### src/design/lag_pkg.sv
package lag_pkg;

    localparam int GRID_ROWS  = 64;
    localparam int GRID_COLS  = 64;
    localparam int REQ_W      = 2;
    localparam int IDX_W      = 6;
    localparam int ROW_BITS_W = 64;

    typedef enum logic [REQ_W-1:0] {
        REQ_SET   = 2'd0,
        REQ_CLEAR = 2'd1,
        REQ_STEP  = 2'd2,
        REQ_READ  = 2'd3
    } t_req;

    // controller -> datapath
    typedef struct packed {
        logic capture;
        logic clear_all;
        logic set_read;
        logic set_write;
        logic read_row;
        logic step_run;
        logic load_out;
    } t_dp_cmd;

    // datapath -> controller
    typedef struct packed {
        logic step_last;
    } t_dp_stat;

endpackage

### src/design/lag_ctrl.sv
module lag_ctrl (
    input  logic                      i_clk,
    input  logic                      i_rst_n,
    input  logic                      i_in_valid,
    output logic                      o_in_ready,
    input  logic [lag_pkg::REQ_W-1:0] i_req_type,
    output logic                      o_out_valid,
    input  logic                      i_out_ready,
    input  lag_pkg::t_dp_stat         i_stat,
    output lag_pkg::t_dp_cmd          o_cmd
);

    typedef enum logic [2:0] {
        ST_IDLE,
        ST_CLR,
        ST_SET_RD,
        ST_SET_WR,
        ST_READ,
        ST_STEP,
        ST_DONE
    } t_state;

    t_state r_state;
    logic   r_out_valid;
    logic   load;

    assign load = (r_state == ST_DONE) && (!r_out_valid || i_out_ready);

    always_comb begin
        o_cmd           = '0;
        o_cmd.capture   = (r_state == ST_IDLE) && i_in_valid;
        o_cmd.clear_all = (r_state == ST_CLR);
        o_cmd.set_read  = (r_state == ST_SET_RD);
        o_cmd.set_write = (r_state == ST_SET_WR);
        o_cmd.read_row  = (r_state == ST_READ);
        o_cmd.step_run  = (r_state == ST_STEP);
        o_cmd.load_out  = load;
    end

    always_ff @(posedge i_clk) begin
        if (!i_rst_n) begin
            r_state     <= ST_IDLE;
            r_out_valid <= 1'b0;
        end else begin
            if (load) begin
                r_out_valid <= 1'b1;
            end else if (i_out_ready) begin
                r_out_valid <= 1'b0;
            end
            case (r_state)
                ST_IDLE: begin
                    if (i_in_valid) begin
                        case (lag_pkg::t_req'(i_req_type))
                            lag_pkg::REQ_SET:   r_state <= ST_SET_RD;
                            lag_pkg::REQ_CLEAR: r_state <= ST_CLR;
                            lag_pkg::REQ_STEP:  r_state <= ST_STEP;
                            lag_pkg::REQ_READ:  r_state <= ST_READ;
                            default:            r_state <= ST_IDLE;
                        endcase
                    end
                end
                ST_CLR:    r_state <= ST_DONE;
                ST_SET_RD: r_state <= ST_SET_WR;
                ST_SET_WR: r_state <= ST_DONE;
                ST_READ:   r_state <= ST_DONE;
                ST_STEP: begin
                    if (i_stat.step_last) begin
                        r_state <= ST_DONE;
                    end
                end
                ST_DONE: begin
                    if (load) begin
                        r_state <= ST_IDLE;
                    end
                end
                default: r_state <= ST_IDLE;
            endcase
        end
    end

    assign o_in_ready  = (r_state == ST_IDLE);
    assign o_out_valid = r_out_valid;

endmodule

### config.mk
export PLATFORM = sky130hd
export DESIGN_NAME = lag_ctrl
export DESIGN_NICKNAME = d
export VERILOG_FILES = /design/src/design/lag_pkg.sv /design/src/design/lag_ctrl.sv
export SDC_FILE = /design/constraint.sdc
export NUM_CORES = 1
export LEC_CHECK = 0
export ABC_AREA = 1
export BUFFER_PORTS_ARGS = -buffer_cell sky130_fd_sc_hd__buf_2
export CAP_MARGIN = 20
export CORE_AREA = 2 2 39 41
export DETAILED_ROUTE_END_ITERATION = 6
export DIE_AREA = 0 0 41 43
export GPL_TIMING_DRIVEN = 0
export SYNTH_ARGS = -nofsm -noshare
export SYNTH_HDL_FRONTEND = slang
export SYNTH_SLANG_ARGS = --single-unit
### constraint.sdc
create_clock -name i_clk -period 1 [get_ports i_clk]
set_clock_uncertainty 0.15 [all_clocks]
set_input_delay 0.05 -clock i_clk [delete_from_list [all_inputs] [get_ports i_clk]]
set_output_delay 0.05 -clock i_clk [all_outputs]
set_load 0.01 [all_outputs]
==> flow_metrics.env, run 1 <==
export IMPL_status="complete, but fails checks"
export IMPL_violations="negative hold slack, negative setup slack"
export IMPL_die_h_um=43
export IMPL_reg2reg_slack_ns=-0.22
export IMPL_path_cells="nor2_4 -> nand2_2 -> nor2_1 -> buf_2"
export IMPL_start_kind="register"
export IMPL_start_util=0.2505
export IMPL_cp_slowest_cell="dfxtp_4"
export IMPL_die_area_um2=1763
export IMPL_critPathCaptureType="primary output"
export IMPL_wl_um=886
export IMPL_hold_ws_ns=-0.007438
export IMPL_grt_start_max_net_pins=8
export IMPL_yosysUniqueCellTypes=16
export IMPL_grt_pass1_wl_um=1400
export IMPL_nets=87
export IMPL_num_io_pins=16
export IMPL_syn_nets=62
export IMPL_nFillCells=148
export IMPL_period_needed_ns=1.243
export IMPL_crit_fanout=6
export IMPL_core_area_um2=1384
export IMPL_hp_class="in -> reg"
export IMPL_worst_pin_slew_ns=0.2038
export IMPL_regArea_um2=92.59
export IMPL_dp_slack_ns=-0.1229
export IMPL_rsz0062_at_grt="yes"
export IMPL_wl_met1_um=378
export IMPL_final_hold_viol_count=1
export IMPL_avgSynthCellArea_um2=6.665
export IMPL_htreeDepth=1
export IMPL_peakVddDrop_mv=0.7258
export IMPL_numCtsBuffers=3
export IMPL_r2r_end="r_state[1]"
export IMPL_gp_congestion=0.8284
export IMPL_rr_worst_depth=6
export IMPL_worstSetupPathType="reg -> out"
export IMPL_final_util=0.4358
export IMPL_setup_ws_ns=-0.2427
export IMPL_placed_area_um2=459.2
export IMPL_grtUsageTotal=0.1163
export IMPL_multiInputGateArea_um2=267.8
export IMPL_area_growth_pct=74.01
export IMPL_synthCells=52
export IMPL_wl_per_cell_um=9.736
export IMPL_clkSlewWorstSetupHoldPaths_ns=0.04
export IMPL_cts_buffer_depth=2
export IMPL_die_w_um=41
export IMPL_met2_length_um=476
export IMPL_remaining_drc_errors=0
export IMPL_fmax_mhz=804.7
export IMPL_power_total_uw=1221
export IMPL_yosys_area_top_type="dfxtp_1"
export IMPL_p_per_area_nw_per_um2=2025
export IMPL_max_slew_margin=0.8627
export IMPL_port_buffers=15
export IMPL_wl_met3_um=32
export IMPL_antenna_found_initial=0
export IMPL_rows=14
export IMPL_ys_ff_latch=4
export IMPL_ant_nets=0
export IMPL_globalRoute_totalOverflow=0
export IMPL_cpPeakStageDelay_ns=0.38
export IMPL_setup_viol=12
export IMPL_grt_pass1_vias=359
export IMPL_critPathRequiredTime_ns=0.80
export IMPL_report_final_slew_viol_count=0
export IMPL_dp_hpwl_um=573.7
export IMPL_syn_area_um2=346.6
export IMPL_startpoint="r_state[0]"
export IMPL_diodes=0
export IMPL_root_buffer="clkbuf_4"
export IMPL_min_path_cells=4
export IMPL_drt_vias_per_instance=4.418
export IMPL_power_leakage_uw=0.0003299
export IMPL_rr_startpoint="r_state[2]"
export IMPL_drive_above_1_share=0.6800
export IMPL_clock_latency_ns=0.23
export IMPL_highest_layer="met3"
export IMPL_drv_cap=0
export IMPL_drtPass1Iterations=2
export IMPL_yosysTopAreaCellShare=0.2310
export IMPL_hp_start="i_out_ready"
export IMPL_hold_path_end="o_out_valid"
export IMPL_clock_sinks=4
export IMPL_min_period_over_period=1.243
export IMPL_synthTopCellsByArea="dfxtp_1 23%, inv_1 12%, ha_1 11%, nor3_1 8.7%, nor2_2 7.2%"
export IMPL_seq_area_frac_synth=0.2310
export IMPL_tritoncts="done"
export IMPL_drtIter0Drc=2
export IMPL_num_vias=402
export IMPL_cp_arrival_ns=1.04
export IMPL_yosysWarnings=0
export IMPL_fin_area_um2=603.1
==> final cells by class <==
class	count	share of cell area
inverters	13	0.09336
flip-flops and latches	4	0.1535
multi-input cells	34	0.4440
well taps	16	0.03320
clock buffers	3	0.03734
repair buffers	21	0.2386
==> cell usage in the layout (no fill, tap or decap) <==
cell type	n
dfxtp_2	1
buf_2	14
nand2_2	3
dfxtp_4	3
inv_1	8
nor2_1	3
nor2_2	3
inv_6	1
inv_4	1
o21ai_0	2
buf_6	5
inv_2	3
nand2_1	3
nand2_4	1
clkbuf_4	3
nand4_1	2
nor3_2	6
ha_1	3
dlygate4sd3_1	1
buf_4	1
nand3_2	2
a211oi_2	1
o21ai_1	2
nor2_4	3
==> cells by family after synthesis <==
kind of cell / Yosys count / synth area share
buffers and inverters: 14 / 0.1625
AND/OR/NAND/NOR: 26 / 0.4187
adder cells (fa/ha/maj): 3 / 0.1083
AO/OA/AOI/OAI: 5 / 0.07943
flip-flops: 4 / 0.2311
==> layer usage <==
layer  up-vias  track usage
met5         -            0
met4         0      0.02000
met3         0      0.04712
met2        10       0.1906
met1       182       0.1378
li1        210            -
==> metrics by stage <==
| stage | hold WS (ns) | setup TNS (ns) | cells |
|---|---|---|---|
| after floorplan | 0.02833 | -0.09484 | 52 |
| after global placement | 0.1728 | -0.4257 | 83 |
| after detailed placement | 0.1773 | -0.4173 | 83 |
| after CTS | -0.01003 | -2.132 | 91 |
| after global routing | 0.05749 | -2.764 | 91 |
| final | -0.007438 | -2.097 | 91 |
==> registers in the layout, indices dropped and copies added (netlist names) <==
register     count
o_out_valid      1
r_state          3
==> power by group <==
group          internal [uW]  switching (uW)
Combinational            324             361
Clock                    134            63.4
Sequential               224             114
Total                    683             539
==> worst max-delay path by stage <==
| stage | depth (start not counted) | to |
|---|---|---|
| 2_1_floorplan | 6 | r_state[1] |
| 3_3_place_gp | 6 | r_state[1] |
| 3_5_place_dp | 6 | r_state[1] |
| 4_1_cts | 4 | o_cmd[6] |
| 5_1_grt | 4 | o_cmd[6] |
| 6_report | 4 | o_cmd[6] |
==> repair_timing <==
item | 4_1_cts | 5_1_grt
setup endpoints to repair | 11 | 12
pin swaps | 10 | 1
endpoints found under the hold margin | 3 | 0
resized for setup | 20 | 3
setup buffers | 4 | 1
hold buffers | 1 | 0
==> critical path: cells and delay by family, from the launching register on <==
| kind | cells | cell delay, ns |
|---|---|---|
| flip-flops | 1 | 0.38 |
| AND/OR/NAND/NOR | 3 | 0.29 |
| buffers and inverters | 1 | 0.13 |
==> synth_stat cells, drive strengths merged <==
cell type,count
a211oi,1
buf,1
dfxtp,4
ha,3
inv,13
nand2,7
nand3,2
nand4,2
nor2,9
nor3,6
o21ai,4
No activity file was read; power rests on OpenSTA's default activity.
==> run 2: changes to the inputs <==
==> constraint.sdc (replaced) <==
create_clock -name i_clk -period 1 [get_ports i_clk]
set_clock_uncertainty 0.15 [all_clocks]
set_input_delay 0.05 -clock i_clk [delete_from_list [all_inputs] [get_ports i_clk]]
set_output_delay 0.05 -clock i_clk [all_outputs]
set_load 0.1 [all_outputs]
==> flow_metrics.env, run 2 (synthesis gave the netlist of run 1 again) <==
export IMPL_cpPeakStageDelay_ns=0.39
export IMPL_tritoncts="done"
export IMPL_hp_class="in -> reg"
export IMPL_p_per_area_nw_per_um2=2876
export IMPL_rows=14
export IMPL_die_w_um=41
export IMPL_grt_start_max_net_pins=8
export IMPL_crit_fanout=7
export IMPL_fmax_mhz=739.3
export IMPL_clkSlewWorstSetupHoldPaths_ns=0.04
export IMPL_cp_arrival_ns=1.15
export IMPL_wl_per_cell_um=10.42
export IMPL_dp_hpwl_um=672.8
export IMPL_grt_pass1_vias=445
export IMPL_gp_congestion=0.7289
export IMPL_grt_pass1_wl_um=1752
export IMPL_final_util=0.6085
export IMPL_final_common_cell="buf_12"
export IMPL_grtUsageTotal=0.1474
export IMPL_globalRoute_totalOverflow=0
export IMPL_worstSetupPathType="reg -> out"
export IMPL_clock_latency_ns=0.23
export IMPL_hold_ws_ns=-0.009125
export IMPL_path_delay_family="flip-flops"
export IMPL_diodes=0
export IMPL_drtPass1Iterations=2
export IMPL_setup_ws_ns=-0.3526
export IMPL_report_final_slew_viol_count=0
export IMPL_power_leakage_uw=0.0003905
export IMPL_start_util=0.2505
export IMPL_htreeDepth=1
export IMPL_power_total_uw=2422
export IMPL_rsz0062_at_grt="yes"
export IMPL_numCtsBuffers=3
export IMPL_num_io_pins=16
export IMPL_nets=93
export IMPL_critPathCaptureType="primary output"
export IMPL_drive_above_1_share=0.7407
export IMPL_worst_pin_slew_ns=0.1923
export IMPL_start_kind="register"
export IMPL_num_vias=442
export IMPL_startpoint="r_state[2]"
export IMPL_final_cell_mix="8 x buf_12, 7 x inv_1, 6 x nor3_4, 6 x buf_2, 6 x buf_4"
export IMPL_drv_cap=0
export IMPL_drt_vias_per_instance=4.557
export IMPL_final_cell_count_no_fill=97
export IMPL_core_area_um2=1384
export IMPL_remaining_drc_errors=0
export IMPL_drtIter0Drc=4
export IMPL_clock_sinks=4
export IMPL_dp_cells=83
export IMPL_cts_buffer_depth=2
export IMPL_max_slew_margin=0.8704
export IMPL_wl_um=1011
export IMPL_path_cells="buf_6 -> nor3_4 -> buf_12"
export IMPL_min_period_over_period=1.353
export IMPL_status="complete, but fails checks"
export IMPL_rr_startpoint="r_state[2]"
export IMPL_die_h_um=43
export IMPL_largest_reg_flops=3
export IMPL_largest_register="r_state"
export IMPL_final_hold_viol_count=1
export IMPL_root_buffer="clkbuf_4"
export IMPL_die_area_um2=1763
export IMPL_period_needed_ns=1.353
export IMPL_ant_nets=0
export IMPL_port_buffers=15
export IMPL_area_growth_pct=143.0
export IMPL_hp_start="i_out_ready"
export IMPL_path_buf_inv=2
export IMPL_violations="negative hold slack, negative setup slack"
export IMPL_antenna_found_initial=0
export IMPL_setup_viol=12
export IMPL_critPathRequiredTime_ns=0.80
export IMPL_peakVddDrop_mv=1.199
export IMPL_cp_slowest_cell="dfxtp_4"
run 2: cell types whose count changed in the layout (fill, tap and decap cells not counted), sizes merged:
cell	before	now
buf	20	26
clkinvlp	0	1
inv	13	12
run 2: timing repair:
item | CTS | global route
pin swaps | 10 | 6
endpoints found under the hold margin | 3 | 0
endpoints found under the setup margin | 13 | 13
hold buffers | 1 | 0
setup buffers | 8 | 2
gates resized for setup | 45 | 5
run 2: metrics by stage:
stage	area, um^2	TNS, ns	setup slack [ns]
finish	842.1	-3.398	-0.3526
global route	842.1	-3.998	-0.3875
CTS	807.0	-3.526	-0.3534
detailed placement	545.5	-3.323	-0.4955
global placement	545.5	-3.238	-0.4885
floorplan	450.4	-3.719	-0.4628
run 2: worst register-to-register path: cells and delay by family (launching register included):
kind,cells,cell delay [ns]
flops,1,0.43
simple gates,6,0.45
buf+inv,2,0.17
run 2: final cells by class:
type / instances / area, um^2
plain buffers: 1 / 11.26
clock buffers: 3 / 22.52
fillers: 122 / 541.8
inverters: 13 / 67.56
multi-input cells: 34 / 320.3
flip-flops and latches: 4 / 95.09
well taps: 16 / 20.02
repair buffers: 26 / 305.3
run 2: final timing paths:
check | end | slack (ns) | cells past startpoint
min reg2reg | o_out_valid | 0.47 | 4
max | o_cmd[5] | -0.35 | 3
max reg2reg | r_state[1] | -0.30 | 8
min | o_out_valid | -0.009 | 4
run 2: metal layers:
metal | vias up | global-route usage | share of wire
li1 | 222 | - | -
met1 | 208 | 0.1474 | 0.38
met2 | 12 | 0.2688 | 0.59
met3 | 0 | 0.06283 | 0.033
met4 | 0 | 0.02000 | 0
met5 | - | 0 | 0
run 2: power by group:
group,leakage [uW],switching [uW],internal (uW)
clock,0.0000138,60.6,134
combinational,0.000341,1120,734
sequential,0.0000356,148,225
total,0.000390,1330,1090
==> run 3: changes to the inputs <==
--- a/config.mk
+++ b/config.mk
@@ -12,6 +12,9 @@
 export DETAILED_ROUTE_END_ITERATION = 6
 export DIE_AREA = 0 0 41 43
 export GPL_TIMING_DRIVEN = 0
+export HOLD_SLACK_MARGIN = 0.08
+export PLACE_DENSITY = 0.58
+export RECOVER_POWER = 50
 export SYNTH_ARGS = -nofsm -noshare
 export SYNTH_HDL_FRONTEND = slang
 export SYNTH_SLANG_ARGS = --single-unit
==> flow_metrics.env, run 3 (synthesis gave the netlist of run 1 again) <==
export IMPL_status="complete, but fails checks"
export IMPL_root_buffer="clkbuf_4"
export IMPL_dp_hpwl_um=607.8
export IMPL_setup_ws_ns=-0.3664
export IMPL_wl_um=1013
export IMPL_period_needed_ns=1.366
export IMPL_final_cell_mix="10 x buf_12, 7 x inv_1, 6 x buf_2, 5 x nor3_4"
export IMPL_cpPeakStageDelay_ns=0.44
export IMPL_peakVddDrop_mv=1.827
export IMPL_port_buffers=15
export IMPL_globalRoute_totalOverflow=0
export IMPL_cp_arrival_ns=1.17
export IMPL_htreeDepth=1
export IMPL_grt_start_max_net_pins=8
export IMPL_wl_met1_um=379
export IMPL_path_cells="inv_6 -> nor3_4 -> buf_12"
export IMPL_ant_nets=0
export IMPL_die_area_um2=1763
export IMPL_power_leakage_uw=0.0003899
export IMPL_drt_vias_per_instance=4.521
export IMPL_drive_above_1_share=0.7308
export IMPL_tritoncts="done"
export IMPL_antenna_found_initial=0
export IMPL_cp_slowest_cell="dfxtp_4"
export IMPL_grt_pass1_wl_um=1635
export IMPL_drtPass1Iterations=3
export IMPL_path_buf_inv=2
export IMPL_wl_per_cell_um=10.78
export IMPL_die_h_um=43
export IMPL_grt_pass1_vias=406
export IMPL_num_vias=425
export IMPL_clock_sinks=4
export IMPL_holdBufCountCts=1
export IMPL_start_kind="register"
export IMPL_diodes=0
export IMPL_start_util=0.2505
export IMPL_core_area_um2=1384
export IMPL_die_w_um=41
export IMPL_max_slew_margin=0.8564
export IMPL_dp_slack_ns=-0.4958
export IMPL_highest_layer="met3"
export IMPL_num_io_pins=16
export IMPL_largest_reg_flops=3
export IMPL_clock_latency_ns=0.24
export IMPL_final_util=0.6067
export IMPL_p_per_area_nw_per_um2=2943
export IMPL_grtUsageTotal=0.1376
export IMPL_largest_register="r_state"
export IMPL_critPathCaptureType="primary output"
export IMPL_met2_length_um=588
export IMPL_drv_cap=0
export IMPL_drtIter0Drc=3
export IMPL_clkSlewWorstSetupHoldPaths_ns=0.04
export IMPL_remaining_drc_errors=0
export IMPL_rows=14
export IMPL_rsz0062_at_grt="yes"
export IMPL_path_delay_family="flip-flops"
export IMPL_violations="negative hold slack, negative setup slack"
export IMPL_worstSetupPathType="reg -> out"
export IMPL_nets=90
export IMPL_crit_fanout=7
export IMPL_gp_congestion=0.7276
export IMPL_final_hold_viol_count=1
export IMPL_setup_viol=12
export IMPL_critPathRequiredTime_ns=0.80
export IMPL_min_period_over_period=1.366
export IMPL_report_final_slew_viol_count=0
export IMPL_area_growth_pct=142.2
export IMPL_cts_buffer_depth=2
export IMPL_numCtsBuffers=3
export IMPL_final_common_cell="buf_12"
export IMPL_hold_ws_ns=-0.03306
export IMPL_worst_pin_slew_ns=0.2131
export IMPL_fmax_mhz=731.9
export IMPL_wl_met3_um=45
export IMPL_hp_class="in -> reg"
export IMPL_nFillCells=120
## run 3: what timing repair did
item	CTS	global route
gates resized for setup	44	4
pin swaps	8	6
endpoints found under the setup margin	12	12
hold endpoints to repair	4	1
setup buffers	5	2
cloned	0	0
## run 3: layer usage
layer  up-vias  track usage
met5         -            0
met4         0      0.04000
met2        13       0.2219
li1        216            -
met1       196       0.1640
met3         0      0.04712
## run 3: final cells by class
type                    instances  area (um^2)  share of cell area
plain buffers                   1        11.26             0.01341
clock buffers                   3        22.52             0.02683
repair buffers                 23        300.3              0.3577
multi-input cells              34        322.8              0.3845
flip-flops and latches          4        95.09              0.1133
inverters                      13        67.56             0.08048
well taps                      16        20.02             0.02385
## run 3: worst register-to-register path, cell delays in order (launching register included)
cell and delay [ns]:
dfxtp_4 0.39, nor2_4 0.14, nand2_4 0.09, buf_6 0.12
o21ai_1 0.11, inv_1 0.05, nand2_1 0.06, nor2_2 0.03
## run 3: path summary, 6_finish.rpt
kind / from / end / slack, ns / depth (start not counted)
hold / removal: i_out_ready / o_out_valid / -0.03 / 4
hold reg to reg: o_out_valid / o_out_valid / 0.46 / 4
setup reg to reg: r_state[0] / r_state[1] / -0.26 / 7
setup / recovery: r_state[0] / o_cmd[5] / -0.37 / 3
## run 3: report_power, final
group / total, uW / internal [uW] / switching (uW)
clock network: 205 / 135 / 70.4
logic: 1910 / 763 / 1140
registers: 359 / 224 / 135
## run 3: metrics by stage
stage | instances | cell area (um^2) | TNS [ns] | power, uW
2_1_floorplan | 52 | 450.4 | -3.719 | 1415
3_3_place_gp | 83 | 545.5 | -3.257 | 1555
3_5_place_dp | 83 | 545.5 | -3.314 | 1563
4_1_cts | 92 | 799.5 | -3.342 | 2353
5_1_grt | 94 | 839.6 | -3.920 | 2581
6_report | 94 | 839.6 | -3.395 | 2471
